### config.mk
export PLATFORM = sky130hd
export DESIGN_NAME = rssi_proximity_lock_detector
export DESIGN_NICKNAME = d
export VERILOG_FILES = /design/src/rtl/core/rpld_pkg.sv /design/src/rtl/core/rpld_ema.sv /design/src/rtl/core/rssi_proximity_lock_detector.sv
export SDC_FILE = /design/constraint.sdc
export NUM_CORES = 1
export LEC_CHECK = 0
export BUFFER_PORTS_ARGS = -buffer_cell sky130_fd_sc_hd__buf_2
export CAP_MARGIN = 20
export CORE_UTILIZATION = 45
export CTS_CLUSTER_SIZE = 8
export DETAILED_ROUTE_END_ITERATION = 8
export SLEW_MARGIN = 20
export SYNTH_ARGS = -nofsm -noshare
export SYNTH_HDL_FRONTEND = slang
export SYNTH_HIERARCHICAL = 1
export SYNTH_SLANG_ARGS = --single-unit
### constraint.sdc
create_clock -name clk -period 17.5 [get_ports clk]
set_input_delay 1.75 -clock clk [delete_from_list [all_inputs] [get_ports clk]]
set_output_delay 1.75 -clock clk [all_outputs]
set_load 0.02 [all_outputs]
### src/rtl/core/rpld_pkg.sv
// Package: item types, codes, constants and the distance ROM function for the lock detector.
package rpld_pkg;

	localparam int ROM_Q = 24;
	localparam int ROM_ZERO = 197;
	localparam logic [63:0] MUL_UP = 64'd1177334498;
	localparam logic [63:0] MUL_DN = 64'd979264182;

	localparam logic CMD_SAMPLE = 1'b0;
	localparam logic CMD_TICK = 1'b1;

	localparam logic [1:0] ACT_NONE = 2'd0;
	localparam logic [1:0] ACT_LOCK = 2'd1;
	localparam logic [1:0] ACT_UNLOCK = 2'd2;

	localparam int CFG_IDX_W = 3;
	localparam logic [CFG_IDX_W-1:0] REG_ALPHA_SLOW = 3'd0;
	localparam logic [CFG_IDX_W-1:0] REG_ALPHA_QUICK = 3'd1;
	localparam logic [CFG_IDX_W-1:0] REG_JUMP_THRESHOLD = 3'd2;
	localparam logic [CFG_IDX_W-1:0] REG_LOCK_DISTANCE = 3'd3;
	localparam logic [CFG_IDX_W-1:0] REG_UNLOCK_DISTANCE = 3'd4;
	localparam logic [CFG_IDX_W-1:0] REG_GRACE_TICKS = 3'd5;

	localparam logic [8:0] ALPHA_ONE = 9'd256;

	typedef struct packed {
		logic              cmd;
		logic signed [7:0] rssi;
		logic              host_connected;
	} req_t;

	typedef struct packed {
		logic [15:0] distance;
		logic [1:0]  action;
		logic        locked;
		logic        timed_out;
	} rsp_t;

	typedef struct packed {
		logic [8:0]  alpha_slow;
		logic [8:0]  alpha_quick;
		logic [15:0] jump_threshold;
	} ema_cfg_t;

	// ROM entry for one rssi byte: 10^((-70 - rssi)/25) in fixed point, frac fraction bits
	function automatic logic [15:0] dist_entry(input int frac, input int rb);
		int s;
		int k;
		int sh;
		logic [63:0] v;
		logic [63:0] r;
		s = (rb < 128) ? rb : rb - 256;
		k = 127 - s;
		sh = ROM_Q - frac;
		v = 64'd1 << ROM_Q;
		if (k > ROM_ZERO) begin
			for (int i = 0; i < k - ROM_ZERO; i++) begin
				v = (v * MUL_UP) >> 30;
			end
		end else begin
			for (int i = 0; i < ROM_ZERO - k; i++) begin
				v = (v * MUL_DN) >> 30;
			end
		end
		r = (v + (64'd1 << (sh - 1))) >> sh;
		return (r > 64'hFFFF) ? 16'hFFFF : r[15:0];
	endfunction

endpackage

### src/rtl/core/rpld_ema.sv
// Adaptive EMA step: weight pick by jump size, weighted blend, round and saturate.
module rpld_ema (
	input  logic [15:0]        raw,
	input  logic [15:0]        filt,
	input  rpld_pkg::ema_cfg_t cfg,
	output logic [15:0]        blended
);
	import rpld_pkg::*;

	logic [15:0] diff;
	logic [8:0]  sel;
	logic [8:0]  a;
	logic [8:0]  w;
	logic [24:0] acc;

	always_comb begin
		diff = (raw > filt) ? raw - filt : filt - raw;
		sel = (diff > cfg.jump_threshold) ? cfg.alpha_quick : cfg.alpha_slow;
		a = (sel > ALPHA_ONE) ? ALPHA_ONE : sel;
		w = ALPHA_ONE - a;
		acc = 25'(a) * 25'(raw) + 25'(w) * 25'(filt) + 25'd128;
		blended = acc[24] ? 16'hFFFF : acc[23:8];
	end

endmodule

### src/rtl/core/rssi_proximity_lock_detector.sv
// Top level: RSSI proximity lock detector with distance ROM, adaptive EMA and hysteresis.
//
// Each request is an RSSI sample or a time tick and yields exactly one response.
// A request is held in the input register; the ROM lookup, EMA blend, timeout and lock
// decision are then done combinationally from it and land in the response register, so
// a new request is taken every cycle while the response side keeps up. The distance ROM
// is a 256-entry constant table built at elaboration for FRAC_BITS fraction bits.
// Configuration writes are always ready and take effect on the next request; write
// only while the block is idle.
module rssi_proximity_lock_detector #(
	parameter int FRAC_BITS = 8
) (
	input  logic                             clk,
	input  logic                             arst_n,
	input  logic                             req_valid,
	output logic                             req_stall,
	input  rpld_pkg::req_t                   req,
	output logic                             rsp_valid,
	input  logic                             rsp_stall,
	output rpld_pkg::rsp_t                   rsp,
	input  logic                             cfg_valid,
	output logic                             cfg_ready,
	input  logic [rpld_pkg::CFG_IDX_W-1:0]   cfg_index,
	input  logic [15:0]                      cfg_data
);
	import rpld_pkg::*;

	localparam int JUMP_INT = 3 << (FRAC_BITS - 1);
	localparam int LOCK_INT = 2 << FRAC_BITS;
	localparam int FAR_INT = 10 << FRAC_BITS;
	localparam logic [15:0] JUMP_RST = (JUMP_INT > 65535) ? 16'hFFFF : 16'(JUMP_INT);
	localparam logic [15:0] LOCK_RST = (LOCK_INT > 65535) ? 16'hFFFF : 16'(LOCK_INT);
	localparam logic [15:0] FAR_DIST = (FAR_INT > 65535) ? 16'hFFFF : 16'(FAR_INT);

	logic [15:0] rom_w [256];

	for (genvar g = 0; g < 256; g++) begin : g_rom
		localparam logic [15:0] ENTRY = dist_entry(FRAC_BITS, g);
		assign rom_w[g] = ENTRY;
	end

	ema_cfg_t    ema_cfg_q;
	logic [15:0] lock_dist_q;
	logic [15:0] unlock_dist_q;
	logic [15:0] grace_q;

	logic        valid_s1;
	req_t        req_s1;

	logic [15:0] filt_q;
	logic        lock_q;
	logic        timeout_q;
	logic [15:0] ticks_q;

	logic        rsp_valid_q;
	rsp_t        rsp_q;

	logic        advance;
	logic [7:0]  rbyte;
	logic [15:0] raw;
	logic [15:0] blended;
	logic [15:0] filt_n;
	logic        timeout_n;
	logic [15:0] ticks_n;
	logic        lock_n;
	logic [1:0]  action_n;

	assign cfg_ready = 1'b1;
	assign advance = valid_s1 && (!rsp_valid_q || !rsp_stall);
	assign req_stall = valid_s1 && !advance;
	assign rsp_valid = rsp_valid_q;
	assign rsp = rsp_q;

	always_ff @(posedge clk or negedge arst_n) begin
		if (!arst_n) begin
			ema_cfg_q.alpha_slow <= 9'd13;
			ema_cfg_q.alpha_quick <= 9'd64;
			ema_cfg_q.jump_threshold <= JUMP_RST;
			lock_dist_q <= LOCK_RST;
			unlock_dist_q <= JUMP_RST;
			grace_q <= 16'd60;
		end else if (cfg_valid && cfg_ready) begin
			case (cfg_index)
				REG_ALPHA_SLOW: ema_cfg_q.alpha_slow <= cfg_data[8:0];
				REG_ALPHA_QUICK: ema_cfg_q.alpha_quick <= cfg_data[8:0];
				REG_JUMP_THRESHOLD: ema_cfg_q.jump_threshold <= cfg_data;
				REG_LOCK_DISTANCE: lock_dist_q <= cfg_data;
				REG_UNLOCK_DISTANCE: unlock_dist_q <= cfg_data;
				REG_GRACE_TICKS: grace_q <= cfg_data;
				default: ;
			endcase
		end
	end

	assign rbyte = req_s1.rssi;
	assign raw = rom_w[rbyte];

	rpld_ema u_ema (
		.raw     (raw),
		.filt    (filt_q),
		.cfg     (ema_cfg_q),
		.blended (blended)
	);

	always_comb begin
		filt_n = filt_q;
		timeout_n = timeout_q;
		ticks_n = ticks_q;
		if (req_s1.cmd == CMD_SAMPLE) begin
			ticks_n = 16'd0;
			if (filt_q == 16'd0 || timeout_q) begin
				filt_n = raw;
				timeout_n = 1'b0;
			end else begin
				filt_n = blended;
			end
		end else begin
			ticks_n = (ticks_q == 16'hFFFF) ? ticks_q : ticks_q + 16'd1;
			if (ticks_n > grace_q) begin
				filt_n = FAR_DIST;
				timeout_n = 1'b1;
			end
		end

		lock_n = lock_q;
		action_n = ACT_NONE;
		if (req_s1.host_connected) begin
			if (filt_n > lock_dist_q && !lock_q) begin
				lock_n = 1'b1;
				action_n = ACT_LOCK;
			end else if (filt_n < unlock_dist_q && lock_q) begin
				lock_n = 1'b0;
				action_n = ACT_UNLOCK;
			end
		end
	end

	always_ff @(posedge clk or negedge arst_n) begin
		if (!arst_n) begin
			valid_s1 <= 1'b0;
			filt_q <= 16'd0;
			lock_q <= 1'b0;
			timeout_q <= 1'b0;
			ticks_q <= 16'd0;
			rsp_valid_q <= 1'b0;
		end else begin
			if (!req_stall) begin
				valid_s1 <= req_valid;
			end
			if (advance) begin
				filt_q <= filt_n;
				lock_q <= lock_n;
				timeout_q <= timeout_n;
				ticks_q <= ticks_n;
				rsp_valid_q <= 1'b1;
			end else if (!rsp_stall) begin
				rsp_valid_q <= 1'b0;
			end
		end
	end

	always_ff @(posedge clk) begin
		if (!req_stall) begin
			req_s1 <= req;
		end
		if (advance) begin
			rsp_q.distance <= filt_n;
			rsp_q.action <= action_n;
			rsp_q.locked <= lock_n;
			rsp_q.timed_out <= timeout_n;
		end
	end

	a_lock_sets: assert property (@(posedge clk) disable iff (!arst_n)
		rsp_valid_q && rsp_q.action == ACT_LOCK |-> rsp_q.locked)
		else $error("lock action without locked state");

	a_unlock_clears: assert property (@(posedge clk) disable iff (!arst_n)
		rsp_valid_q && rsp_q.action == ACT_UNLOCK |-> !rsp_q.locked)
		else $error("unlock action with locked state");

	a_timeout_far: assert property (@(posedge clk) disable iff (!arst_n)
		timeout_q |-> filt_q == FAR_DIST)
		else $error("timeout flag set but distance not forced far");

	a_advance_rsp: assert property (@(posedge clk) disable iff (!arst_n)
		advance |=> rsp_valid_q)
		else $error("processed request produced no response");

endmodule
==> out/results.ini <==
[timing]
fin_ws_ns=0.818
grt_setup_unrepaired=no
timing.fmax_ghz=0.0599
post-route-period-util=0.953
setup-violations-final=0
hold_viol=0
fin_skew_ns=0.0191
fin_crit_ns=16.68
final_max_slew_viol_count=0
setup_tns_ns=0
max_slew_margin=0.389
tightest_slew_ns=0.916

[critical_path]
required_ns=17.68
critPathCaptureType=flip-flop
critPathMaxFanout=18
max_stage_delay_ns=0.70
reg2reg_slack_ns=0.82
reg2reg_depth=63
crit_start=rbyte[0]
cpMostUsedCell=fa_1
r2r-end=rsp[1]
critPathArrivalTime_ns=16.86
slowest_stage=xnor2_1
path_class=reg2reg
r2r-start=rbyte[0]
start_kind=flip-flop

[place]
hpwl_mm=48.2
place_congestion=0.954
io_buffers=55
place_ws_ns=0.607

[die]
dieArea_um2=47200
io_pins=57
die_w_um=217
core_um2=45600
num_rows=78
die_h_um=217
start_util=0.457

[clocking]
cts_made_buffers=17
cts.clk_slew.worst_paths_ns=0.07
cts_hold_buf=0
clock_latency_ns=0.44
cts.sinks=148
root_buffer=clkbuf_16
clock_path_buffers=2
tritoncts=done
htree_levels=4

[route]
dr.max_layer_used=met4
viasPerCell=5.55
wirelength_mm=61.0
ant_nets=0
drt_iter0_markers=1232
routed-wl-met2_mm=27.9
firstDrtPassIters=5
routedWlPerCell_um=20.4
dr_wl_met3_mm=3.68
m1WireLength_mm=27.3
drc=0
routed-via-count=16600

[synth]
synth_top_family_by_area=adder cells
synth_compound_area_frac=0.128
yosysWarnings=6
synth.most_common_cell=inv_1
yosys.area.top_type_share=0.230
yosysSeqAreaShare=0.186
ys_ff_latch=148
synth_top_cell_by_area=fa_1
synth_cell_types=94
synth_mux_area_frac=0.0577
synthTopCellsByCount=431 x inv_1, 320 x nand2_1, 239 x fa_1
yosys-top-cells-area=fa_1 23%, dfrtp_1 13%, ha_1 12%, inv_1 7.8%, nand2_1 5.8%
synth-edff-count=30
synthesis.instances=2360
synth_nets=2827
async_reset_ff_frac=0.797
synth-simple-area-share=0.152
synthesis.area_um2=20800
synthXorXnorAreaFrac=0.0235
synth_fa_ha_area_frac=0.346
avgSynthCellArea_um2=8.83
synth-main-ff-cell=dfrtp_1

[min_path]
worstHoldEndpoint=rsp_valid
hold_depth=1
min_from=valid_s1
hp-class=reg2reg

[final_layout]
finalNetCount=2842
multi_input_area_um2=14800
drive_above_1_share=0.118
syn_to_final_growth_pct=7.73
diodes=0
regArea_um2=3870
fill_cells=4380

[grt]
antenna_found_initial=0
gr-usage-all-layers=0.265
grt_start_max_net_pins=68
gr-total-overflow=0
grt_pass1_vias=16900
grt_pass1_wl_mm=96.4

[outcome]
status=complete, no violations

[run]
cap_violations=0

==> layout by cell type, fill, tap and decap left out, types with 14 or more instances in the layout <==
master | netlist | routed
nand3_1 | 31 | 31
o211ai_1 | 18 | 18
o21ai_0 | 63 | 62
clkbuf_16 | 0 | 18
nor2b_1 | 18 | 18
nor3_1 | 28 | 27
and2_1 | 82 | 82
mux2i_1 | 26 | 25
buf_4 | 10 | 63
and3_1 | 14 | 14
a21o_1 | 42 | 42
nor2_1 | 69 | 69
a31oi_1 | 14 | 14
nand2b_1 | 46 | 46
ha_1 | 194 | 194
edfxtp_1 | 30 | 30
xnor2_1 | 42 | 42
inv_1 | 431 | 431
dfrtp_1 | 105 | 105
mux2_2 | 73 | 73
fa_1 | 239 | 239
a21oi_1 | 96 | 95
nand2_1 | 320 | 320
nand4_1 | 18 | 18
buf_2 | 24 | 54
==> metal layers <==
layer	vias to the layer above	GRT usage
met1	8244	0.372
li1	7676	-
met4	0	0.0932
met3	107	0.0383
met5	-	0
met2	556	0.418
==> sequential cells by signal, indices dropped and copies added, names as in the netlist <==
register       count
rsp_valid          1
ticks_q           16
rsp               20
unlock_dist_q     16
req_s1             2
lock_q             1
filt_q            16
lock_dist_q       16
timeout_q          1
grace_q           16
valid_s1           1
ema_cfg_q         34
rbyte              8
==> how the worst max path moves through the flow <==
stage	endpoint	slack, ns	depth (start not counted)
after CTS	rsp[1]	0.55	61
after floorplan	rsp[1]	2.78	65
after global placement	rsp[1]	1.0	61
final	rsp[1]	0.82	63
after detailed placement	rsp[1]	0.61	60
after global routing	rsp[1]	0.02	60
==> layout make-up <==
cell class,count,area share
multi-input cells,1655,0.659
flip-flops and latches,148,0.172
inverters,435,0.0727
repair buffers,118,0.0340
well taps,600,0.0334
clock buffers,20,0.0204
clock inverters,11,0.00775
==> worst max-delay path, delay by kind of cell (launching register included) <==
| family | cells | cell delay (ns) |
|---|---|---|
| DFF | 1 | 0.54 |
| muxes | 1 | 0.32 |
| buffers and inverters | 9 | 1.47 |
| AOI/OAI and AO/OA | 27 | 5.08 |
| adders and majority gates | 13 | 5.50 |
| and+or+nand+nor | 10 | 2.45 |
| xor gates and xnor gates | 3 | 1.00 |
==> cell families (layout without fill, tap and decap cells) <==
group,after synthesis,after routing
muxes,106,106
DFF,148,148
buffers and inverters,557,584
other,1,1
adders and majority gates,433,433
xor gates and xnor gates,55,55
AOI/OAI and AO/OA,393,393
and+or+nand+nor,667,667
==> what timing repair did <==
action                                  in CTS  in global routing
endpoints found under the setup margin       0                  4
setup buffers                                0                  3
hold endpoints to repair                     0                  0
resized for setup                            0                  3
==> through the flow <==
stage / cells / instance area, um^2 / hold slack, ns / util
global route: 2987 / 22500 / 0.506 / 0.493
CTS: 2984 / 22400 / 0.496 / 0.492
floorplan: 2360 / 20800 / 0.457 / -
finish: 2987 / 22500 / 0.497 / 0.493
detailed placement: 2953 / 21800 / 0.481 / 0.478
global placement: 2953 / 21800 / 0.464 / 0.478
Power is left out: the tool's default activity adds up to more than one toggle a clock period on the data nets, which glitch-free logic cannot reach.
